**config.mk**
```make
export PLATFORM = sky130hd
export DESIGN_NAME = centered_moving_average_2d
export DESIGN_NICKNAME = d
export VERILOG_FILES = /design/src/rtl/core/cma_pkg.sv /design/src/rtl/core/cma_ram.sv /design/src/rtl/core/cma_div.sv /design/src/rtl/core/centered_moving_average_2d.sv
export SDC_FILE = /design/constraint.sdc
export NUM_CORES = 1
export LEC_CHECK = 0
export BUFFER_PORTS_ARGS = -buffer_cell sky130_fd_sc_hd__buf_2
export CAP_MARGIN = 20
export CORE_UTILIZATION = 25
export CTS_CLUSTER_SIZE = 16
export DETAILED_ROUTE_END_ITERATION = 8
export SYNTH_ARGS = -nofsm -noshare
export SYNTH_HDL_FRONTEND = slang
export SYNTH_SLANG_ARGS = --single-unit
```
**constraint.sdc**
```tcl
create_clock -name clk -period 13.35 [get_ports clk]
set_input_delay 2.0025 -clock clk [delete_from_list [all_inputs] [get_ports clk]]
set_output_delay 2.0025 -clock clk [all_outputs]
set_load 0.02 [all_outputs]
```
**src/rtl/core/cma_pkg.sv**
```systemverilog
`timescale 1ns / 1ps
`default_nettype none

package cma_pkg;

  localparam int WIN_W        = 4;
  localparam int WINDOW_RESET = 3;
  localparam int SEEN_W       = 5;
  localparam int SEEN_MAX     = 31;

  typedef enum logic [4:0] {
    ST_IDLE = 5'b00001,
    ST_SCAN = 5'b00010,
    ST_READ = 5'b00100,
    ST_DIV  = 5'b01000,
    ST_OUT  = 5'b10000
  } state_t;

endpackage

`default_nettype wire

```
**src/rtl/core/cma_ram.sv**
```systemverilog
`timescale 1ns / 1ps
`default_nettype none

module cma_ram #(
  parameter int WIDTH = 32,
  parameter int DEPTH = 16
) (
  input  wire logic                     clk,
  input  wire logic                     we,
  input  wire logic [$clog2(DEPTH)-1:0] waddr,
  input  wire logic [WIDTH-1:0]         wdata,
  input  wire logic [$clog2(DEPTH)-1:0] raddr,
  output logic      [WIDTH-1:0]         rdata
);

  logic [WIDTH-1:0] mem [DEPTH];

  always_ff @(posedge clk) begin
    if (we) begin
      mem[waddr] <= wdata;
    end
    rdata <= mem[raddr];
  end

endmodule

`default_nettype wire

```
**src/rtl/core/cma_div.sv**
```systemverilog
`timescale 1ns / 1ps
`default_nettype none

module cma_div #(
  parameter int SUM_W   = 20,
  parameter int DIV_W   = 4,
  parameter int QUOT_W  = 16
) (
  input  wire logic                    clk,
  input  wire logic                    rst,
  input  wire logic                    start,
  input  wire logic signed [SUM_W-1:0] dividend,
  input  wire logic [DIV_W-1:0]        divisor,
  output logic                         done,
  output logic [QUOT_W-1:0]            quotient
);

  localparam int STEP_W = $clog2(SUM_W + 1);

  logic [STEP_W-1:0] steps;
  logic              neg;
  logic [SUM_W-1:0]  quo;
  logic [DIV_W-1:0]  rem;
  logic [DIV_W-1:0]  dvs;
  logic [DIV_W:0]    shifted;
  logic              ge;
  logic [SUM_W-1:0]  quo_signed;

  assign shifted    = {rem, quo[SUM_W-1]};
  assign ge         = shifted >= {1'b0, dvs};
  assign quo_signed = neg ? (~quo + SUM_W'(1)) : quo;
  assign quotient   = quo_signed[QUOT_W-1:0];

  always_ff @(posedge clk) begin
    if (rst) begin
      steps <= '0;
      done  <= 1'b0;
    end else begin
      done <= 1'b0;
      if (start) begin
        steps <= STEP_W'(SUM_W);
      end else if (steps != '0) begin
        steps <= steps - STEP_W'(1);
        if (steps == STEP_W'(1)) begin
          done <= 1'b1;
        end
      end
    end
  end

  always_ff @(posedge clk) begin
    if (start) begin
      neg <= dividend[SUM_W-1];
      quo <= dividend[SUM_W-1] ? (~dividend + SUM_W'(1)) : dividend;
      rem <= '0;
      dvs <= divisor;
    end else if (steps != '0) begin
      quo <= {quo[SUM_W-2:0], ge};
      rem <= ge ? DIV_W'(shifted - {1'b0, dvs}) : shifted[DIV_W-1:0];
    end
  end

endmodule

`default_nettype wire

```
**src/rtl/core/centered_moving_average_2d.sv**
```systemverilog
`timescale 1ns / 1ps
`default_nettype none

// an accepted point passes ST_IDLE then ST_SCAN; each released result is summed from the ring in
// ST_READ, divided by the serial dividers in ST_DIV and registered onto the output in ST_OUT
// throughput: one point at a time, set by the single ring read port and the serial divider
// reset: control state clears and window_size returns to 3; ring contents stay undefined
module centered_moving_average_2d #(
  parameter int MAX_WINDOW = 15,
  parameter int COORD_BITS = 16
) (
  input  wire logic                             clk,
  input  wire logic                             rst,
  input  wire logic                             s_axis_tvalid,
  output logic                                  s_axis_tready,
  // point_x, point_y
  input  wire logic [((2*COORD_BITS+7)/8)*8-1:0] s_axis_tdata,
  input  wire logic                             s_axis_tlast,
  output logic                                  m_axis_tvalid,
  input  wire logic                             m_axis_tready,
  // smooth_x, smooth_y
  output logic      [((2*COORD_BITS+7)/8)*8-1:0] m_axis_tdata,
  output logic                                  m_axis_tlast,
  input  wire logic                             cfg_we,
  input  wire logic [cma_pkg::WIN_W-1:0]        cfg_wdata
);

  import cma_pkg::*;

  localparam int TDATA_W = ((2*COORD_BITS+7)/8)*8;
  localparam int LIM     = (MAX_WINDOW % 2 == 0) ? MAX_WINDOW - 1 : MAX_WINDOW;
  localparam int WMAX    = (LIM < (2**WIN_W) - 1) ? LIM : (2**WIN_W) - 1;
  localparam int AW      = (WMAX < 1) ? 1 : $clog2(WMAX + 1);
  localparam int DEPTH   = 2**AW;
  localparam int SUM_W   = COORD_BITS + AW;

  state_t state;

  logic [WIN_W-1:0]      window_size;
  logic [SEEN_W-1:0]     seen;
  logic [AW-1:0]         wr_ptr;
  logic [AW-1:0]         out_ptr;
  logic [AW-1:0]         held;
  logic                  eos;

  logic [AW-1:0]         rd_addr;
  logic [AW-1:0]         rd_left;
  logic                  rd_vld;
  logic [AW-1:0]         cnt;
  logic                  done_flag;
  logic signed [SUM_W-1:0] acc_x;
  logic signed [SUM_W-1:0] acc_y;
  logic                  div_start;

  logic [2*COORD_BITS-1:0] ram_rdata;
  logic                  in_acc;

  logic [WIN_W-1:0]      w_raw;
  logic [WIN_W-1:0]      w_eff;
  logic [AW-1:0]         w_cnt;
  logic [AW-1:0]         half;
  logic                  long_mode;
  logic                  emit;
  logic [SEEN_W-1:0]     older;
  logic [AW-1:0]         left;
  logic [AW-1:0]         right;
  logic [AW-1:0]         held_m1;

  logic                  div_done_x;
  logic                  div_done_y;
  logic [COORD_BITS-1:0] quot_x;
  logic [COORD_BITS-1:0] quot_y;
  logic [COORD_BITS-1:0] rd_x;
  logic [COORD_BITS-1:0] rd_y;

  assign s_axis_tready = (state == ST_IDLE);
  assign in_acc        = s_axis_tvalid && s_axis_tready;

  // effective window
  assign w_raw     = window_size | WIN_W'(1);
  assign w_eff     = (int'(w_raw) > WMAX) ? WIN_W'(WMAX) : w_raw;
  assign w_cnt     = AW'(w_eff);
  assign half      = w_cnt >> 1;
  assign long_mode = seen >= SEEN_W'(w_cnt);
  assign emit      = (held != '0) && (eos || (long_mode && held > half));

  assign held_m1 = held - AW'(1);
  assign older   = (seen > SEEN_W'(held)) ? seen - SEEN_W'(held) : '0;
  assign left    = !long_mode ? '0 :
                   (older < SEEN_W'(half)) ? AW'(older) : half;
  assign right   = !long_mode ? '0 : (held_m1 < half) ? held_m1 : half;

  assign rd_x = ram_rdata[COORD_BITS-1:0];
  assign rd_y = ram_rdata[2*COORD_BITS-1:COORD_BITS];

  cma_ram #(
    .WIDTH(2*COORD_BITS),
    .DEPTH(DEPTH)
  ) u_ring (
    .clk  (clk),
    .we   (in_acc),
    .waddr(wr_ptr),
    .wdata(s_axis_tdata[2*COORD_BITS-1:0]),
    .raddr(rd_addr),
    .rdata(ram_rdata)
  );

  cma_div #(
    .SUM_W (SUM_W),
    .DIV_W (AW),
    .QUOT_W(COORD_BITS)
  ) u_div_x (
    .clk     (clk),
    .rst     (rst),
    .start   (div_start),
    .dividend(acc_x),
    .divisor (cnt),
    .done    (div_done_x),
    .quotient(quot_x)
  );

  cma_div #(
    .SUM_W (SUM_W),
    .DIV_W (AW),
    .QUOT_W(COORD_BITS)
  ) u_div_y (
    .clk     (clk),
    .rst     (rst),
    .start   (div_start),
    .dividend(acc_y),
    .divisor (cnt),
    .done    (div_done_y),
    .quotient(quot_y)
  );

  always_ff @(posedge clk) begin
    if (rst) begin
      state         <= ST_IDLE;
      window_size   <= WIN_W'(WINDOW_RESET);
      seen          <= '0;
      wr_ptr        <= '0;
      out_ptr       <= '0;
      held          <= '0;
      eos           <= 1'b0;
      rd_left       <= '0;
      rd_vld        <= 1'b0;
      div_start     <= 1'b0;
      m_axis_tvalid <= 1'b0;
    end else begin
      div_start <= 1'b0;
      if (cfg_we) begin
        window_size <= cfg_wdata;
      end
      if (state == ST_OUT && (!m_axis_tvalid || m_axis_tready)) begin
        m_axis_tvalid <= 1'b1;
      end else if (m_axis_tready) begin
        m_axis_tvalid <= 1'b0;
      end
      case (state)
        ST_IDLE: begin
          if (in_acc) begin
            wr_ptr <= wr_ptr + AW'(1);
            held   <= held + AW'(1);
            eos    <= s_axis_tlast;
            if (seen != SEEN_W'(SEEN_MAX)) begin
              seen <= seen + SEEN_W'(1);
            end
            state <= ST_SCAN;
          end
        end
        ST_SCAN: begin
          if (emit) begin
            rd_addr   <= out_ptr - left;
            rd_left   <= left + right + AW'(1);
            cnt       <= left + right + AW'(1);
            rd_vld    <= 1'b0;
            acc_x     <= '0;
            acc_y     <= '0;
            done_flag <= eos && (held == AW'(1));
            state     <= ST_READ;
          end else begin
            if (eos) begin
              seen <= '0;
            end
            state <= ST_IDLE;
          end
        end
        ST_READ: begin
          if (rd_left != '0) begin
            rd_addr <= rd_addr + AW'(1);
            rd_left <= rd_left - AW'(1);
          end
          rd_vld <= (rd_left != '0);
          if (rd_vld) begin
            acc_x <= acc_x + SUM_W'(signed'(rd_x));
            acc_y <= acc_y + SUM_W'(signed'(rd_y));
          end
          if (rd_left == '0 && !rd_vld) begin
            div_start <= 1'b1;
            state     <= ST_DIV;
          end
        end
        ST_DIV: begin
          if (div_done_x && div_done_y) begin
            state <= ST_OUT;
          end
        end
        ST_OUT: begin
          if (!m_axis_tvalid || m_axis_tready) begin
            out_ptr       <= out_ptr + AW'(1);
            held          <= held - AW'(1);
            state         <= ST_SCAN;
          end
        end
        default: begin
          state <= ST_IDLE;
        end
      endcase
    end
  end

  // output word
  always_ff @(posedge clk) begin
    if (state == ST_OUT && (!m_axis_tvalid || m_axis_tready)) begin
      m_axis_tdata <= TDATA_W'({quot_y, quot_x});
      m_axis_tlast <= done_flag;
    end
  end

endmodule

`default_nettype wire
```
# Yosys cells after proc, flatten, opt, wreduce, memory -nomap -nowiden
# Memory sizes are Yosys's and may differ from the RTL's. A register that Yosys moved wholly into a read port is not among the register bits.
# Index checks and enable logic that the tools add are counted.
totals:
  elab_cells: 176
  in_bits: 42
  output_inout_bits: 35
  ram_bits: 512
  rom_bits: 0
  latch_bits: 0
  memories: 1
  register_bits: 182
op_classes:
  n_lt_le_gt_ge: 7
  div_mod_pow: 0
  n_mux: 53
  n_bitwise: 8
  shifts: 0
  n_addsub: 21
  multipliers: 0
  reduce_logical: 36
  n_eq_ne: 19
memory_table:
  columns: ["name", "words", "width", "read_ports", "rd_clocked_by_memory_dff", "wr", "line_no", "source"]
  rows:
  - ["u_ring.mem", 16, 32, 1, 1, 1, "cma_ram.sv:16", "logic [WIDTH-1:0] mem [DEPTH];"]
op_table:
  columns: ["operator", "n"]
  rows:
  - ["two-way mux 20 bit", 9]
  - ["one-hot mux 20 bit (2 select lines)", 2]
  - ["two-way mux 5 bit", 13]
  - ["two-way mux 4 bit", 12]
  - ["adder 20 x 16 -> 20 bit", 2]
  - ["adder 20 x 2 -> 20 bit (second input constant)", 2]
  - ["NOT 20 bit", 2]
  - ["adder 16 x 1 -> 16 bit (second input constant)", 2]
  - ["two-way mux 16 bit", 2]
  - ["NOT 16 bit", 2]
  - ["one-hot mux 5 bit (5 select lines)", 1]
  - ["one-hot mux 4 bit (2 select lines)", 3]
  - ["adder 4 x 1 -> 4 bit (second input constant)", 5]
  - ["equality test 5 x 1 -> 1 bit (second input constant)", 3]
  - ["greater-or-equal comparator 5 x 4 -> 1 bit", 3]
  - ["inequality test 2 bit (second input constant)", 7]
  - ["AND reduction 4 bit", 3]
  - ["nonzero test 2 bit", 6]
  - ["subtractor 4 bit", 3]
  - ["one-hot mux 5 bit (2 select lines)", 1]
  - ["nonzero test 5 bit", 2]
  - ["subtractor 5 x 1 -> 5 bit (second input constant)", 2]
  - ["AND reduction 3 bit", 3]
  - ["two-way mux 1 bit", 8]
  - ["other kinds (27)", 46]

# Depth between registers and ports, before layout
depth:
  ltp_word: 9
  ltp_mapped: 18
  ltp_nobuf: 18

# By module
# Synthesis repeated with hierarchy kept, for this count alone.
hier_totals:
  hier_cells: 2048
  area_unflattened_um2: 31540.2
modules_own_cells:
  columns: ["mod", "seq_area_each_um2", "area_per_inst_um2", "cells_each", "instances"]
  rows:
  - ["cma_ram", 16015.4, 19835.3, 838, 1]
  - ["centered_moving_average_2d", 3123.0, 6897.9, 679, 1]
  - ["cma_div at u_div_y", 950.9, 2416.1, 267, 1]
  - ["cma_div at u_div_x", 950.9, 2391.0, 264, 1]

# Worst setup path before layout
# No wires, ideal clock.
synth_path:
  kind: "input port to flip-flop"
  from: "input s_axis_tvalid"
  to: "memory u_ring.mem[3][0], enable pin"
  setup_time_ps: 461
  setup_slack_ps: 7985
  arrival_ps: 4904
  path_stages: 4
  required_ps: 12889
  n_path_buf: 0
  path_cell_list: "inv_1 > nor2_1 > nand2_1 > nor3_1"
synth_via:
  elab_chain_len: 3
synth_lines:
  columns: ["element", "line_no", "source"]
  rows:
  - ["start, declared", "centered_moving_average_2d.sv:14", "input wire logic s_axis_tvalid,"]
  - ["logical AND 1 bit", "centered_moving_average_2d.sv:77", "assign in_acc = s_axis_tvalid && s_axis_tready;"]
  - ["two-way mux 1 bit", "cma_ram.sv:19", "if (we) begin"]
  - ["two-way mux 1 bit (not written as such)", "cma_ram.sv:20", "mem[waddr] <= wdata;"]
  - ["end, declared", "cma_ram.sv:16", null]
# Every way passes these cells.

# Final worst setup path
layout_path:
  from: "register held[1]"
  to: "register rd_left[2]"
layout_via:
  elab_chain_len: 9
  word_cells_on_any_way: 21
  classes_between: "add/sub: 4; order compare: 4; eq/ne: 1; mux: 7; reduce/logical: 5"
layout_lines:
  columns: ["element", "line_no", "source"]
  rows:
  - ["start, declared", "centered_moving_average_2d.sv:43", "logic [AW-1:0] held;"]
  - ["start signal, assigned", "centered_moving_average_2d.sv:163", "held <= held + AW'(1);"]
  - ["start signal, assigned", "centered_moving_average_2d.sv:211", "held <= held - AW'(1);"]
  - ["subtractor 5 x 4 -> 5 bit or > comparator 5 x 4 -> 1 bit (tied branches)", "centered_moving_average_2d.sv:88", "assign older = (seen > SEEN_W'(held)) ? seen - SEEN_W'(held) : '0;"]
  - ["two-way mux 5 bit", "centered_moving_average_2d.sv:88", null]
  - ["< comparator 5 x 3 -> 1 bit", "centered_moving_average_2d.sv:90", "(older < SEEN_W'(half)) ? AW'(older) : half;"]
  - ["two-way mux 4 bit", "centered_moving_average_2d.sv:90", null]
  - ["two-way mux 4 bit", "centered_moving_average_2d.sv:89", "assign left = !long_mode ? '0 :"]
  - ["adder 4 bit", "centered_moving_average_2d.sv:174", "rd_left <= left + right + AW'(1);"]
  - ["adder 4 x 1 -> 4 bit", "centered_moving_average_2d.sv:174", null]
  - ["two-way mux 4 bit", "centered_moving_average_2d.sv:172", "if (emit) begin"]
  - ["one-hot mux 4 bit (2 select lines)", "centered_moving_average_2d.sv:159", "case (state)"]
  - ["end signal, assigned", "centered_moving_average_2d.sv:174", null]
  - ["end signal, assigned", "centered_moving_average_2d.sv:191", "rd_left <= rd_left - AW'(1);"]
  - ["end, declared", "centered_moving_average_2d.sv:47", "logic [AW-1:0] rd_left;"]
# Parallel ways exist; a longest one is shown, timed or not. The select of a mux whose other input is x is not followed.
# A chain may end at the register's enable or synchronous reset.

==> flow_summary.yaml <==
critical_path:
  crit_required_ps: 13890
  crit_path_max_fanout: 6
  start_kind: "flop"
  endpoint_kind: "flop"
  arrival_ps: 4960
  crit_type: "flop to flop"
  worstRegToRegCells: 18
synth:
  synth-xor-area-share: 0.0293
  async_flop_share: 0
  synth-simple-area-share: 0.0678
  synthFlopType: "edfxtp_1"
  syn_avg_cell_area_um2: 14.4
  synth_top_family_by_area: "multiplexers"
  yosysUniqueCellTypes: 68
  yosysWarnings: 0
  synthMuxAreaShare: 0.0939
  synth_cells: 2201
  synth_seq_cells: 725
  yosys.area.top_type: "edfxtp_1"
  syn_area_mm2: 0.0317
  syn_nets: 2337
  synthTopCellsByArea: "edfxtp_1, dfxtp_1, mux4_2, mux2i_1, ha_1"
  synth_enable_flop_cells: 640
  seq_area_frac_synth: 0.660
  synth_top_area_frac: 0.607
  synth_compound_area_frac: 0.0908
  synth_fa_ha_area_frac: 0.0388
die:
  start_util: 0.252
  fp.dieW_um: 358
  die_y_um: 358
  core_area_mm2: 0.126
  io_pins: 77
  fp-row-count: 130
  dieArea_mm2: 0.128
run_status:
  status: "completed"
timing:
  max_slew_margin: 0.240
  min_period_over_period: 0.331
  rsz0062_at_grt: "no"
  slew_viol_final: 0
  hold_viol_final: 0
  holdWs_ps: 419
  setup_violations: 0
  fmax_mhz: 226
  tns_ps: 0
  finClkSkew_ps: 38.2
  tightest_slew_ps: 1140
  final.min_clock_period_ps: 4420
detailed_routing:
  drt-total-wl_um: 71200
  drt_iter0_markers: 1325
  dr.pass1.iters: 6
  wl_per_cell_um: 17.8
  via_count: 18331
  drc: 0
  detail-route-antenna-nets: 0
  via_per_inst: 4.57
global_route:
  grt_first_pass_wirelength_um: 109000
  grt_antenna_before_repair: 16
  grt_pass1_vias: 17941
  grt_max_degree: 117
  grt_use_total: 0.111
  grt.overflow.total: 0
layout:
  layout-drive-gt1-share: 0.146
  seq_area_mm2: 0.0209
  stdcell_count: 4008
  syn_to_final_growth_pct: 16.3
  multi_input_area_mm2: 0.0103
  post-route-cell-area_mm2: 0.0368
  fillers: 12500
  fin_nets: 2432
clock_network:
  cts.sinks: 725
  htree_levels: 3
  clk_path_buf_depth: 3
  tritoncts: "yes"
  postCtsSetupRepairBufs: 0
  cts_root_buf: "clkbuf_16"
  insertion_delay_ps: 650
  postCtsHoldBufs: 0
  numCtsBuffers: 80
  post_cts_resized: 0
  clk_pin_slew_ps: 60
run:
  drv_cap: 0
worst_hold_path:
  hold_path.class: "flop to flop"
  min_path_cells: 0
placed_design:
  placed_cells: 3864
  dpl.hpwl_um: 41500
  gp_congestion: 0.792
  io_buffers: 75
  placed_area_mm2: 0.0341
power_and_ir_drop:
  finalPower_mw: 5.62
  max-vdd-ir-drop_uv: 91.8
  p_per_area_mw_per_mm2: 153
  power.leakage_nw: 12.6
## area by class of cell
type                    count  share of cell area
diodes                      2            0.000136
clock buffers             110              0.0599
clock inverters            32              0.0130
inverters                  64             0.00652
multi-input cells        1319               0.280
flip-flops and latches    725               0.568
well taps                1650              0.0560
repair buffers            106              0.0168
## worst max-delay path: stages, from the launching register on
cell      delay (ps)
dfxtp_1          430
inv_1            160
ha_1             330
nor2b_1          150
o211ai_1         270
a21oi_1          140
o21ai_0          250
inv_1             80
ha_1             310
a21o_1           200
a221o_1          280
nor2_1           200
mux2_2           370
ha_1             230
fa_1             380
xnor2_1          170
nand2_1           70
o21ai_0           80
a32o_1           220
## placed cells by master (no fill, tap or decap), drive strengths merged, types with 13 or more instances in the layout
cell type and n:
mux2 26, mux2i 124, o21a 16, a21oi 133
dfxtp 85, o21ai 114, or3 13, inv 65
nor2 149, mux4 64, clkinv 21, nand2b 22
a22oi 33, clkbuf 110, o31ai 14, edfxtp 640
nand2 127, a211oi 18, xor2 56, ha 87
nor3 41, a221oi 34, buf 106, nand3 17
xnor2 50
## per-stage QoR
stage	setup WS [ps]	util
2_1_floorplan	7990	-
3_3_place_gp	8980	0.272
3_5_place_dp	8960	0.272
4_1_cts	8930	0.293
5_1_grt	8550	0.293
6_report	8930	0.293
## synthesized netlist by cell type (5+ instances only)
cell	n
a221oi_1	34
dfxtp_1	85
a211oi_1	18
o21a_1	16
or2_2	8
a21o_1	10
xor2_1	56
ha_1	87
o21ai_0	114
mux4_2	64
a31oi_1	6
nand4_1	12
mux2_2	26
a22oi_1	33
inv_1	64
and3_1	7
clkbuf_1	68
nand3b_1	10
nand2_1	127
o211ai_1	12
a211o_1	6
edfxtp_1	640
nor2b_1	11
o31ai_1	13
xnor2_1	50
nand3_1	17
buf_1	15
nand2b_1	22
nor4_1	10
and2_1	6
or3_1	11
mux2i_1	124
a21oi_1	133
nor3_1	41
fa_1	7
or4_1	9
nor2_1	149
buf_2	10
o41ai_1	10
o22ai_1	5
a2111oi_0	5
and4_1	6
## layer usage
layer,vias up,global-route usage,wire length [um]
met1,9090,0.151,33400
met3,120,0.0252,3790
met2,372,0.176,32500
met4,10,0.0283,1420
met5,-,0,64
li1,8739,-,-
## logic make-up after synthesis
family | Yosys count
AOI/OAI and AO/OA | 450
xor gates and xnor gates | 106
adders and majority gates | 94
buffers and inverters | 157
DFF | 725
muxes | 214
and+or+nand+nor | 455
## where the power goes
group          leakage (nW)  switching [mW]  internal [mW]
Sequential             6.52           0.112           2.66
Combinational          4.74           0.357          0.249
Clock                  1.30           0.905           1.34
## registers in the layout, summed over array words and instances (netlist names), 5 cells and up
signal and flops:
u_div_y.quo 20, u_ring.mem 512, seen 5, acc_x 20, state 5, u_div_y.steps 5, u_ring.rdata 32, u_div_x.steps 5
acc_y 20, u_div_x.quo 20, m_axis_tdata 32
## final timing paths
check                             from                 endpoint  slack (ps)
setup reg to reg  held[1]$_SDFFE_PP0P_  rd_left[2]$_SDFFE_PP0P_        8930
setup / recovery  held[1]$_SDFFE_PP0P_  rd_left[2]$_SDFFE_PP0P_        8930
hold / removal     done_flag$_DFFE_PP_   m_axis_tlast$_DFFE_PP_         420
hold reg to reg    done_flag$_DFFE_PP_   m_axis_tlast$_DFFE_PP_         420
Note: power is estimated with default switching activity, not from simulation.
